--- src/rtl/core/pva_pkg.sv ---
// Package for the polyphonic voice allocator: event and action codes, the
// controller state type and the command/status structs. No dependencies.
package pva_pkg;

  localparam int ModeBits   = 2;
  localparam int NoteBits   = 7;
  localparam int FvBits     = 3;
  localparam int VoiceBits  = 3;
  localparam int ActionBits = 3;

  localparam logic [ModeBits-1:0] MODE_ON   = 2'd0;
  localparam logic [ModeBits-1:0] MODE_OFF  = 2'd1;
  localparam logic [ModeBits-1:0] MODE_DONE = 2'd2;

  localparam logic [ActionBits-1:0] ACT_NONE    = 3'd0;
  localparam logic [ActionBits-1:0] ACT_RETRIG  = 3'd1;
  localparam logic [ActionBits-1:0] ACT_FRESH   = 3'd2;
  localparam logic [ActionBits-1:0] ACT_STEAL   = 3'd3;
  localparam logic [ActionBits-1:0] ACT_RELEASE = 3'd4;

  typedef enum logic [2:0] {
    ST_IDLE,
    ST_SCAN,
    ST_DRAIN,
    ST_COMMIT
  } state_t;

  typedef struct packed {
    logic start;
    logic issue;
    logic commit;
  } pva_cmd_t;

  typedef struct packed {
    logic need_scan;
    logic issue_last;
    logic out_free;
  } pva_status_t;

endpackage

--- src/rtl/core/pva_if.sv ---
// Handshake interfaces for the voice allocator's event and result channels.
// Depends on pva_pkg for the field widths.
interface pva_in_if import pva_pkg::*; ();
  logic                valid;
  logic                ready;
  logic [ModeBits-1:0] mode;
  logic [NoteBits-1:0] note;
  logic [FvBits-1:0]   finished_voice;

  modport source (output valid, mode, note, finished_voice, input ready);
  modport sink   (input valid, mode, note, finished_voice, output ready);
endinterface

interface pva_out_if import pva_pkg::*; ();
  logic                  valid;
  logic                  ready;
  logic [VoiceBits-1:0]  voice;
  logic [ActionBits-1:0] action;

  modport source (output valid, voice, action, input ready);
  modport sink   (input valid, voice, action, output ready);
endinterface

--- src/rtl/core/polyphonic_voice_allocator_top.sv ---
// Top level of the polyphonic voice allocator: joins controller and datapath
// to the event and result channels. Depends on pva_pkg, pva_if, pva_ctrl, pva_dp.

// The allocator assigns VOICES synthesizer voice slots to notes. Each event
// beat (note on, note off, voice finished) yields exactly one result beat
// naming the slot acted upon and what was done to it. A note on retriggers a
// slot already holding the note, else takes the first silent slot, else steals
// the first releasing slot, else steals the slot with the oldest start stamp.
// Note on and note off walk all slots through the single read port of the
// slot note/stamp memory, one slot per cycle; a voice finished or unused
// event skips the slot scan and goes to commit. One event is worked on at a time.
// The result sits in an output register, so the next event beat is taken
// while an earlier result still waits for the sink. The stamp counter
// saturates; after that, ties in stamp go to the lowest slot index.
module polyphonic_voice_allocator_top import pva_pkg::*; #(
  parameter int VOICES     = 8,
  parameter int STAMP_BITS = 32
) (
  input logic clk,
  input logic rst_n,
  pva_in_if.sink    in_ch,
  pva_out_if.source out_ch
);

  pva_cmd_t    cmd;
  pva_status_t status;

  // Sequencing: latch the event, scan slots, then commit the decision.
  pva_ctrl u_ctrl (
    .clk      (clk),
    .rst_n    (rst_n),
    .in_valid (in_ch.valid),
    .in_ready (in_ch.ready),
    .status   (status),
    .cmd      (cmd)
  );

  // Slot state, scan trackers and the result register.
  pva_dp #(
    .VOICES     (VOICES),
    .STAMP_BITS (STAMP_BITS)
  ) u_dp (
    .clk               (clk),
    .rst_n             (rst_n),
    .cmd               (cmd),
    .status            (status),
    .in_mode           (in_ch.mode),
    .in_note           (in_ch.note),
    .in_finished_voice (in_ch.finished_voice),
    .out_valid         (out_ch.valid),
    .out_ready         (out_ch.ready),
    .out_voice         (out_ch.voice),
    .out_action        (out_ch.action)
  );

endmodule

--- src/rtl/core/pva_ctrl.sv ---
// Controller state machine of the voice allocator: sequences latch, slot scan
// and commit. Depends on pva_pkg.
module pva_ctrl import pva_pkg::*; (
  input  logic        clk,
  input  logic        rst_n,
  input  logic        in_valid,
  output logic        in_ready,
  input  pva_status_t status,
  output pva_cmd_t    cmd
);

  state_t state_r, state_nxt;

  always_ff @(posedge clk) begin
    if (!rst_n) begin
      state_r <= ST_IDLE;
    end else begin
      state_r <= state_nxt;
    end
  end

  always_comb begin
    state_nxt = state_r;
    unique case (state_r)
      ST_IDLE: begin
        if (in_valid) state_nxt = ST_SCAN;
      end
      ST_SCAN: begin
        if (!status.need_scan) begin
          state_nxt = ST_COMMIT;
        end else if (status.issue_last) begin
          state_nxt = ST_DRAIN;
        end
      end
      ST_DRAIN: begin
        state_nxt = ST_COMMIT;
      end
      ST_COMMIT: begin
        if (status.out_free) state_nxt = ST_IDLE;
      end
      default: begin
        state_nxt = ST_IDLE;
      end
    endcase
  end

  always_comb begin
    in_ready   = 1'b0;
    cmd.start  = 1'b0;
    cmd.issue  = 1'b0;
    cmd.commit = 1'b0;
    unique case (state_r)
      ST_IDLE: begin
        in_ready  = rst_n;
        cmd.start = in_valid && rst_n;
      end
      ST_SCAN: begin
        cmd.issue = status.need_scan;
      end
      ST_DRAIN: begin
      end
      ST_COMMIT: begin
        cmd.commit = status.out_free;
      end
      default: begin
      end
    endcase
  end

endmodule

--- src/rtl/core/pva_dp.sv ---
// Datapath of the voice allocator: slot flags, slot note/stamp memory, scan
// trackers, stamp counter and result register. Depends on pva_pkg.
module pva_dp import pva_pkg::*; #(
  parameter int VOICES     = 8,
  parameter int STAMP_BITS = 32
) (
  input  logic                  clk,
  input  logic                  rst_n,
  input  pva_cmd_t              cmd,
  output pva_status_t           status,
  input  logic [ModeBits-1:0]   in_mode,
  input  logic [NoteBits-1:0]   in_note,
  input  logic [FvBits-1:0]     in_finished_voice,
  output logic                  out_valid,
  input  logic                  out_ready,
  output logic [VoiceBits-1:0]  out_voice,
  output logic [ActionBits-1:0] out_action
);

  localparam int IW = (VOICES > 1) ? $clog2(VOICES) : 1;
  localparam int MW = NoteBits + STAMP_BITS;
  localparam logic [STAMP_BITS-1:0] StampMax = {STAMP_BITS{1'b1}};

  // Slot note and stamp share one word; a retrigger rewrites the same note.
  logic [MW-1:0] mem [VOICES];
  logic [MW-1:0] q_r;
  logic [NoteBits-1:0]   q_note;
  logic [STAMP_BITS-1:0] q_stamp;

  logic [VOICES-1:0] alloc_r, alloc_nxt;
  logic [VOICES-1:0] sound_r, sound_nxt;
  logic [VOICES-1:0] rel_r, rel_nxt;
  logic [STAMP_BITS-1:0] ctr_r, ctr_nxt;

  logic [ModeBits-1:0] mode_r;
  logic [NoteBits-1:0] note_r;
  logic [FvBits-1:0]   fv_r;

  logic [IW-1:0] rd_idx_r;
  logic [IW-1:0] ev_idx_r;
  logic          ev_vld_r;

  // Candidate trackers; the match tracker also serves as first release hit.
  logic          have_mt_r, have_mt_nxt;
  logic [IW-1:0] mt_idx_r, mt_idx_nxt;
  logic          have_fr_r, have_fr_nxt;
  logic [IW-1:0] fr_idx_r, fr_idx_nxt;
  logic          have_rl_r, have_rl_nxt;
  logic [IW-1:0] rl_idx_r, rl_idx_nxt;
  logic          have_mn_r, have_mn_nxt;
  logic [IW-1:0] mn_idx_r, mn_idx_nxt;
  logic [STAMP_BITS-1:0] mn_stamp_r, mn_stamp_nxt;

  logic                  out_valid_r, out_valid_nxt;
  logic [VoiceBits-1:0]  voice_r, voice_nxt;
  logic [ActionBits-1:0] action_r, action_nxt;

  logic          wr_en;
  logic [IW-1:0] pick_idx;
  logic [IW-1:0] fv_idx;
  logic          fv_ok;
  logic [STAMP_BITS-1:0] new_stamp;

  assign q_note  = q_r[MW-1:STAMP_BITS];
  assign q_stamp = q_r[STAMP_BITS-1:0];
  assign fv_idx  = IW'(fv_r);
  assign fv_ok   = (32'(fv_r) < VOICES);
  assign new_stamp = (ctr_r == StampMax) ? ctr_r : ctr_r + 1'b1;

  assign status.need_scan  = (mode_r == MODE_ON) || (mode_r == MODE_OFF);
  assign status.issue_last = (rd_idx_r == IW'(VOICES - 1));
  assign status.out_free   = !out_valid_r || out_ready;

  always_comb begin
    if (have_mt_r) begin
      pick_idx = mt_idx_r;
    end else if (have_fr_r) begin
      pick_idx = fr_idx_r;
    end else if (have_rl_r) begin
      pick_idx = rl_idx_r;
    end else begin
      pick_idx = mn_idx_r;
    end
  end

  assign wr_en = cmd.commit && (mode_r == MODE_ON);

  always_ff @(posedge clk) begin
    if (wr_en) mem[pick_idx] <= {note_r, new_stamp};
    q_r <= mem[rd_idx_r];
  end

  always_comb begin
    alloc_nxt     = alloc_r;
    sound_nxt     = sound_r;
    rel_nxt       = rel_r;
    ctr_nxt       = ctr_r;
    have_mt_nxt   = have_mt_r;
    mt_idx_nxt    = mt_idx_r;
    have_fr_nxt   = have_fr_r;
    fr_idx_nxt    = fr_idx_r;
    have_rl_nxt   = have_rl_r;
    rl_idx_nxt    = rl_idx_r;
    have_mn_nxt   = have_mn_r;
    mn_idx_nxt    = mn_idx_r;
    mn_stamp_nxt  = mn_stamp_r;
    voice_nxt     = voice_r;
    action_nxt    = action_r;
    out_valid_nxt = out_valid_r && !out_ready;

    if (cmd.start) begin
      have_mt_nxt = 1'b0;
      have_fr_nxt = 1'b0;
      have_rl_nxt = 1'b0;
      have_mn_nxt = 1'b0;
    end

    if (ev_vld_r) begin
      if (mode_r == MODE_ON) begin
        if (!have_mt_r && alloc_r[ev_idx_r] && (q_note == note_r)) begin
          have_mt_nxt = 1'b1;
          mt_idx_nxt  = ev_idx_r;
        end
        if (!have_fr_r && !sound_r[ev_idx_r]) begin
          have_fr_nxt = 1'b1;
          fr_idx_nxt  = ev_idx_r;
        end
        if (!have_rl_r && rel_r[ev_idx_r]) begin
          have_rl_nxt = 1'b1;
          rl_idx_nxt  = ev_idx_r;
        end
        // Strict compare keeps the lowest index on a tie.
        if (!have_mn_r || (q_stamp < mn_stamp_r)) begin
          have_mn_nxt  = 1'b1;
          mn_idx_nxt   = ev_idx_r;
          mn_stamp_nxt = q_stamp;
        end
      end else begin
        if (alloc_r[ev_idx_r] && sound_r[ev_idx_r] && !rel_r[ev_idx_r] &&
            (q_note == note_r)) begin
          rel_nxt[ev_idx_r] = 1'b1;
          if (!have_mt_r) begin
            have_mt_nxt = 1'b1;
            mt_idx_nxt  = ev_idx_r;
          end
        end
      end
    end

    if (cmd.commit) begin
      out_valid_nxt = 1'b1;
      voice_nxt     = '0;
      action_nxt    = ACT_NONE;
      unique case (mode_r)
        MODE_ON: begin
          alloc_nxt[pick_idx] = 1'b1;
          sound_nxt[pick_idx] = 1'b1;
          rel_nxt[pick_idx]   = 1'b0;
          ctr_nxt             = new_stamp;
          voice_nxt           = VoiceBits'(pick_idx);
          if (have_mt_r) begin
            action_nxt = ACT_RETRIG;
          end else if (have_fr_r) begin
            action_nxt = ACT_FRESH;
          end else begin
            action_nxt = ACT_STEAL;
          end
        end
        MODE_OFF: begin
          if (have_mt_r) begin
            voice_nxt  = VoiceBits'(mt_idx_r);
            action_nxt = ACT_RELEASE;
          end
        end
        MODE_DONE: begin
          if (fv_ok) begin
            alloc_nxt[fv_idx] = 1'b0;
            sound_nxt[fv_idx] = 1'b0;
            rel_nxt[fv_idx]   = 1'b0;
            voice_nxt         = fv_r;
          end
        end
        default: begin
        end
      endcase
    end
  end

  always_ff @(posedge clk) begin
    if (!rst_n) begin
      alloc_r     <= '0;
      sound_r     <= '0;
      rel_r       <= '0;
      ctr_r       <= '0;
      out_valid_r <= 1'b0;
      ev_vld_r    <= 1'b0;
      rd_idx_r    <= '0;
      have_mt_r   <= 1'b0;
      have_fr_r   <= 1'b0;
      have_rl_r   <= 1'b0;
      have_mn_r   <= 1'b0;
    end else begin
      alloc_r     <= alloc_nxt;
      sound_r     <= sound_nxt;
      rel_r       <= rel_nxt;
      ctr_r       <= ctr_nxt;
      out_valid_r <= out_valid_nxt;
      ev_vld_r    <= cmd.issue;
      have_mt_r   <= have_mt_nxt;
      have_fr_r   <= have_fr_nxt;
      have_rl_r   <= have_rl_nxt;
      have_mn_r   <= have_mn_nxt;
      if (cmd.start) begin
        rd_idx_r <= '0;
      end else if (cmd.issue) begin
        rd_idx_r <= rd_idx_r + 1'b1;
      end
    end
  end

  always_ff @(posedge clk) begin
    if (cmd.start) begin
      mode_r <= in_mode;
      note_r <= in_note;
      fv_r   <= in_finished_voice;
    end
    ev_idx_r   <= rd_idx_r;
    mt_idx_r   <= mt_idx_nxt;
    fr_idx_r   <= fr_idx_nxt;
    rl_idx_r   <= rl_idx_nxt;
    mn_idx_r   <= mn_idx_nxt;
    mn_stamp_r <= mn_stamp_nxt;
    voice_r    <= voice_nxt;
    action_r   <= action_nxt;
  end

  assign out_valid  = out_valid_r;
  assign out_voice  = voice_r;
  assign out_action = action_r;

endmodule

--- src/flat_wrapper.sv ---
// flat-port wrapper written by rule: the top's interface ports become plain ports
module polyphonic_voice_allocator_top_flat import pva_pkg::*;
#(
  parameter int VOICES     = 8,
  parameter int STAMP_BITS = 32
)
  (clk, rst_n, in_ch_valid, in_ch_mode, in_ch_note, in_ch_finished_voice, in_ch_ready, out_ch_valid, out_ch_voice, out_ch_action, out_ch_ready);
  pva_in_if in_ch_i ();
  pva_out_if out_ch_i ();
  input logic clk;
  input logic rst_n;
  input wire logic [$bits(in_ch_i.valid)-1:0] in_ch_valid;
  input wire logic [$bits(in_ch_i.mode)-1:0] in_ch_mode;
  input wire logic [$bits(in_ch_i.note)-1:0] in_ch_note;
  input wire logic [$bits(in_ch_i.finished_voice)-1:0] in_ch_finished_voice;
  output wire logic [$bits(in_ch_i.ready)-1:0] in_ch_ready;
  output wire logic [$bits(out_ch_i.valid)-1:0] out_ch_valid;
  output wire logic [$bits(out_ch_i.voice)-1:0] out_ch_voice;
  output wire logic [$bits(out_ch_i.action)-1:0] out_ch_action;
  input wire logic [$bits(out_ch_i.ready)-1:0] out_ch_ready;
  assign in_ch_i.valid = in_ch_valid;
  assign in_ch_i.mode = in_ch_mode;
  assign in_ch_i.note = in_ch_note;
  assign in_ch_i.finished_voice = in_ch_finished_voice;
  assign in_ch_ready = in_ch_i.ready;
  assign out_ch_valid = out_ch_i.valid;
  assign out_ch_voice = out_ch_i.voice;
  assign out_ch_action = out_ch_i.action;
  assign out_ch_i.ready = out_ch_ready;
  polyphonic_voice_allocator_top #(.VOICES(VOICES), .STAMP_BITS(STAMP_BITS)) u_core (.clk(clk), .rst_n(rst_n), .in_ch(in_ch_i), .out_ch(out_ch_i));
endmodule
--- config.mk ---
export PLATFORM = sky130hd
export DESIGN_NAME = polyphonic_voice_allocator_top_flat
export DESIGN_NICKNAME = d
export VERILOG_FILES = /design/src/rtl/core/pva_pkg.sv /design/src/rtl/core/pva_if.sv /design/src/rtl/core/polyphonic_voice_allocator_top.sv /design/src/rtl/core/pva_ctrl.sv /design/src/rtl/core/pva_dp.sv /design/src/flat_wrapper.sv
export SDC_FILE = /design/constraint.sdc
export NUM_CORES = 1
export LEC_CHECK = 0
export ABC_CLOCK_PERIOD_IN_PS = 4600
export BUFFER_PORTS_ARGS = -buffer_cell sky130_fd_sc_hd__buf_2
export CAP_MARGIN = 20
export CORE_UTILIZATION = 55
export DETAILED_ROUTE_END_ITERATION = 6
export GPL_TIMING_DRIVEN = 0
export PLACE_DENSITY = 0.78
export SLEW_MARGIN = 20
export SYNTH_ARGS = -nofsm -noshare
export SYNTH_HDL_FRONTEND = slang
export SYNTH_SLANG_ARGS = --single-unit
--- constraint.sdc ---
create_clock -name clk -period 4.6 [get_ports clk]
set_clock_uncertainty 0.2 [all_clocks]
set_input_delay 0.46 -clock clk [delete_from_list [all_inputs] [get_ports clk]]
set_output_delay 0.46 -clock clk [all_outputs]
set_load 0.02 [all_outputs]
==> flow_summary.html <==
<table>
<tr><th>Metric</th><th>Value</th></tr>
<tr><th colspan="2">Detailed routing</th></tr>
<tr><td>First-pass detailed-route iteration total</td><td>5</td></tr>
<tr><td>Detail Route Antenna Nets</td><td>0</td></tr>
<tr><td>Routed wire length</td><td>39700 um</td></tr>
<tr><td>Detailed router's first-iteration violation count</td><td>approximately 1200</td></tr>
<tr><td>Detail-routed via count per cell</td><td>5.99</td></tr>
<tr><td>Total number of vias</td><td>10700</td></tr>
<tr><td>Wire length per cell after detailed routing</td><td>22.3 um</td></tr>
<tr><td>Number of remaining DRC errors</td><td>0</td></tr>
<tr><th colspan="2">Global routing</th></tr>
<tr><td>Antenna violations before repair</td><td>0</td></tr>
<tr><td>Total global routing track utilization</td><td>0.230</td></tr>
<tr><td>Pin count of the biggest net entering global routing</td><td>19</td></tr>
<tr><td>Global-route wire length before repair</td><td>62000 um</td></tr>
<tr><td>Vias in the first global route</td><td>roughly 11000</td></tr>
<tr><td>GRT Residual Overflow</td><td>0</td></tr>
<tr><th colspan="2">Setup path</th></tr>
<tr><td>Critical Path Start</td><td>u_core.u_dp.mn_stamp_r[2]</td></tr>
<tr><td>Depth of the most critical reg-to-reg path</td><td>10</td></tr>
<tr><td>Critical path data arrival time</td><td>roughly 3.7 ns</td></tr>
<tr><td>Critical R2R Launch</td><td>u_core.u_dp.mn_stamp_r[2]</td></tr>
<tr><td>Capturing point of the worst reg2reg path</td><td>u_core.u_dp.mn_stamp_r[15]</td></tr>
<tr><td>Highest fanout seen on the critical path</td><td>17</td></tr>
<tr><td>FF-to-FF setup slack</td><td>1.00 ns</td></tr>
<tr><td>Last element of the critical path</td><td>u_core.u_dp.mn_stamp_r[15]</td></tr>
<tr><td>Critical path endpoint category</td><td>flop</td></tr>
<tr><td>Category of the critical setup timing path</td><td>flop to flop</td></tr>
<tr><td>Crit path launch type</td><td>flop</td></tr>
<tr><td>Worst endpoint required time</td><td>4.65 ns</td></tr>
<tr><th colspan="2">Place</th></tr>
<tr><td>Routability Congestion</td><td>0.870</td></tr>
<tr><td>Placement Setup Slack</td><td>1.06 ns</td></tr>
<tr><td>Port-buffer cells</td><td>22</td></tr>
<tr><td>Half-perimeter wire length after placement</td><td>26000 um</td></tr>
<tr><th colspan="2">Layout</th></tr>
<tr><td>Total inserted antenna cells</td><td>0</td></tr>
<tr><td>Layout overhead on the synthesized area</td><td>15.1%</td></tr>
<tr><td>Fin nets</td><td>1342</td></tr>
<tr><td>Ratio of cells with drive above 1 in the final layout</td><td>0.213</td></tr>
<tr><td>Fill cell instance count of the final layout</td><td>2387</td></tr>
<tr><th colspan="2">Yosys</th></tr>
<tr><td>Fraction of synthesis flops using an asynchronous set or reset pin</td><td>0</td></tr>
<tr><td>Synthesized net count</td><td>1226</td></tr>
<tr><td>Synth Warn #</td><td>0</td></tr>
<tr><td>Post-synthesis cell area</td><td>19300 um2</td></tr>
<tr><td>Distinct cell type count of the synthesized netlist</td><td>56</td></tr>
<tr><td>Syn_area_per_cell</td><td>16.4 um2</td></tr>
<tr><td>Share of the yosys chip area belonging to registers</td><td>0.696</td></tr>
<tr><td>Most used flip-flop cell after synthesis</td><td>edfxtp_1</td></tr>
<tr><td>Total of flip-flops plus latches after synthesis</td><td>483</td></tr>
<tr><td>Post-synth EDFFs</td><td>approximately 370</td></tr>
<tr><td>Cell count after synthesis</td><td>1172</td></tr>
<tr><th colspan="2">Clock network</th></tr>
<tr><td>Clock insertion delay at the later pin of the skew report</td><td>0.55 ns</td></tr>
<tr><td>Number of clock buffers inserted by TritonCTS</td><td>47</td></tr>
<tr><td>Deepest level of the CTS H-tree</td><td>2</td></tr>
<tr><td>CTS tree</td><td>done</td></tr>
<tr><td>Clock slew seen by the registers of the worst setup and hold paths</td><td>0.06 ns</td></tr>
<tr><td>CTS Root Cell</td><td>clkbuf_16</td></tr>
<tr><td>Number of clock sinks</td><td>483</td></tr>
<tr><td>Maximum clock insertion buffer count</td><td>3</td></tr>
<tr><td>Number of gates resized after cts</td><td>0</td></tr>
<tr><th colspan="2">Pwr</th></tr>
<tr><td>Power per cell area</td><td>415 nW/um2</td></tr>
<tr><td>Peak supply drop</td><td>between 0.3 and 0.4 mV</td></tr>
<tr><td>Leakage Power</td><td>around 7.1 nW</td></tr>
<tr><td>Power after layout</td><td>between 9 and 10 mW</td></tr>
<tr><th colspan="2">STA</th></tr>
<tr><td>Worst slew slack as a fraction of its limit</td><td>0.341</td></tr>
<tr><td>Worst-case setup margin in the final layout</td><td>1.00 ns</td></tr>
<tr><td>Maximum clock frequency</td><td>0.278 GHz</td></tr>
<tr><td>Part of the cycle the worst path needs</td><td>0.782</td></tr>
<tr><td>Final Setup Violations</td><td>0</td></tr>
<tr><td>Final Hold Viols</td><td>0</td></tr>
<tr><td>Max-slew violation total from the final report</td><td>0</td></tr>
<tr><td>Actual slew at the worst max-slew pin</td><td>0.988 ns</td></tr>
<tr><td>Tmin final</td><td>3.60 ns</td></tr>
<tr><td>RSZ-0062 raised after global routing</td><td>false</td></tr>
<tr><th colspan="2">Floorplan</th></tr>
<tr><td>Initial core utilization</td><td>0.558</td></tr>
<tr><td>Std cell rows</td><td>68</td></tr>
<tr><td>Die height</td><td>189 um</td></tr>
<tr><td>Total die area</td><td>35800 um2</td></tr>
<tr><td>I/O pin count</td><td>24</td></tr>
<tr><td>Overall die width</td><td>189 um</td></tr>
<tr><td>Placeable Area</td><td>34500 um2</td></tr>
<tr><th colspan="2">Worst hold path</th></tr>
<tr><td>Kind of path behind the tightest hold check</td><td>input port to flop</td></tr>
<tr><th colspan="2">Run status</th></tr>
<tr><td>Status</td><td>finished clean</td></tr>
<tr><th colspan="2">Run</th></tr>
<tr><td>Total of max-cap violations</td><td>0</td></tr>
</table>
power by group:
group          internal (mW)  leakage [nW]  total [mW]  switching [mW]
Clock                   2.28         0.751        3.82            1.55
Combinational          0.269          2.33       0.584           0.315
Sequential              4.75          4.04        4.80          0.0553
worst max-delay path, cell delays in order, from the launching register on:
cell,delay [ns]
edfxtp_1,0.36
inv_1,0.07
ha_1,0.23
a211o_1,0.29
a31oi_1,0.18
o221ai_1,0.26
a211o_1,0.40
a211oi_1,0.60
o21bai_4,0.30
buf_16,0.22
buf_16,0.18
worst min path at each step:
stage,start,end,cells past startpoint
2_1_floorplan,u_core.u_dp.rd_idx_r[1],u_core.u_dp.ev_idx_r[1],0
3_3_place_gp,u_core.u_dp.rd_idx_r[0],u_core.u_dp.ev_idx_r[0],0
3_5_place_dp,u_core.u_dp.rd_idx_r[0],u_core.u_dp.ev_idx_r[0],0
4_1_cts,out_ch_ready,u_core.u_dp.out_valid,4
5_1_grt,out_ch_ready,u_core.u_dp.out_valid,4
6_report,out_ch_ready,u_core.u_dp.out_valid,4
logic make-up after synthesis:
kind of cell / share of synthesized area
adder cells (fa/ha/maj): 0.0247
AO/OA/AOI/OAI: 0.0275
multiplexers: 0.131
XOR/XNOR: 0.0291
buffers and inverters: 0.0177
flip-flops: 0.696
AND/OR/NAND/NOR: 0.0742
synthesized netlist by cell type (21+ instances only):
master | n | area, um2
nand2_1 | 52 | 195
nand3_1 | 21 | 105
nor2_1 | 91 | 342
mux4_2 | 86 | 1940
xor2_1 | 23 | 201
a21oi_1 | 25 | 125
nor3_1 | 22 | 110
dfxtp_1 | 109 | 2180
ha_1 | 38 | 475
clkbuf_1 | 30 | 113
edfxtp_1 | 374 | 11200
xnor2_1 | 41 | 359
inv_1 | 39 | 146
mux2_2 | 43 | 484
nor4_1 | 23 | 144
cells in the final DEF (no fill, tap or decap), drive strengths merged, types with 10 or more instances in the layout:
master,instances
xnor2,41
nor4,23
o21ai,10
buf,69
nor3,24
inv,39
nand4,12
edfxtp,374
a21oi,25
mux2,43
xor2,23
nand2b,14
mux4,86
nor2b,11
clkbuf,105
mux2i,10
a22o,16
dlygate4sd3,12
ha,38
nand2,52
nor2,91
clkinv,10
dfxtp,109
nand3,21
routing by layer:
layer / share of wire / global-route usage / up-vias / routed length [um]
met3: 0.065 / 0.0428 / 89 / 2580
li1: - / - / 4755 / -
met1: 0.41 / 0.300 / 5452 / 16200
met4: 0.028 / 0.0803 / 0 / 1110
met2: 0.50 / 0.389 / 380 / 19800
met5: 0 / 0 / - / 0
through the flow:
stage | hold slack [ns] | cell area (um2) | instances | utilization | setup TNS [ns]
floorplan | 0.153 | 19300 | 1172 | - | -7.46
global placement | 0.165 | 20000 | 1649 | 0.578 | -696.61
global route | 0.0706 | 22200 | 1781 | 0.642 | 0
detailed placement | 0.164 | 20500 | 1682 | 0.594 | 0
CTS | 0.0508 | 22200 | 1781 | 0.642 | 0
finish | 0.0604 | 22200 | 1781 | 0.642 | 0
flip-flops by register name, summed over array words and instances, names as in the netlist, 7 cells and up:
| signal | count |
|---|---|
| u_core.u_dp.q_r | 39 |
| u_core.u_dp.mem | 312 |
| u_core.u_dp.sound_r | 8 |
| u_core.u_dp.note_r | 7 |
| u_core.u_dp.rel_r | 8 |
| u_core.u_dp.alloc_r | 8 |
| u_core.u_dp.ctr_r | 32 |
| u_core.u_dp.mn_stamp_r | 32 |
layout make-up:
class / count / area (um2) / share of cell area
Buffer: 47 / 198 / 0.00891
Clock buffer: 72 / 1370 / 0.0619
Clock inverter: 15 / 175 / 0.00790
Inverter: 39 / 146 / 0.00660
Multi-Input combinational cell: 603 / 5590 / 0.252
Sequential cell: 483 / 13400 / 0.605
Tap cell: 455 / 569 / 0.0257
Timing Repair Buffer: 67 / 717 / 0.0323
what timing repair did:
action / CTS / global route
setup buffers: 0 / 0
endpoints found under the hold margin: 12 / 0
hold buffers: 12 / 0
(Power assumes the default switching activity.)
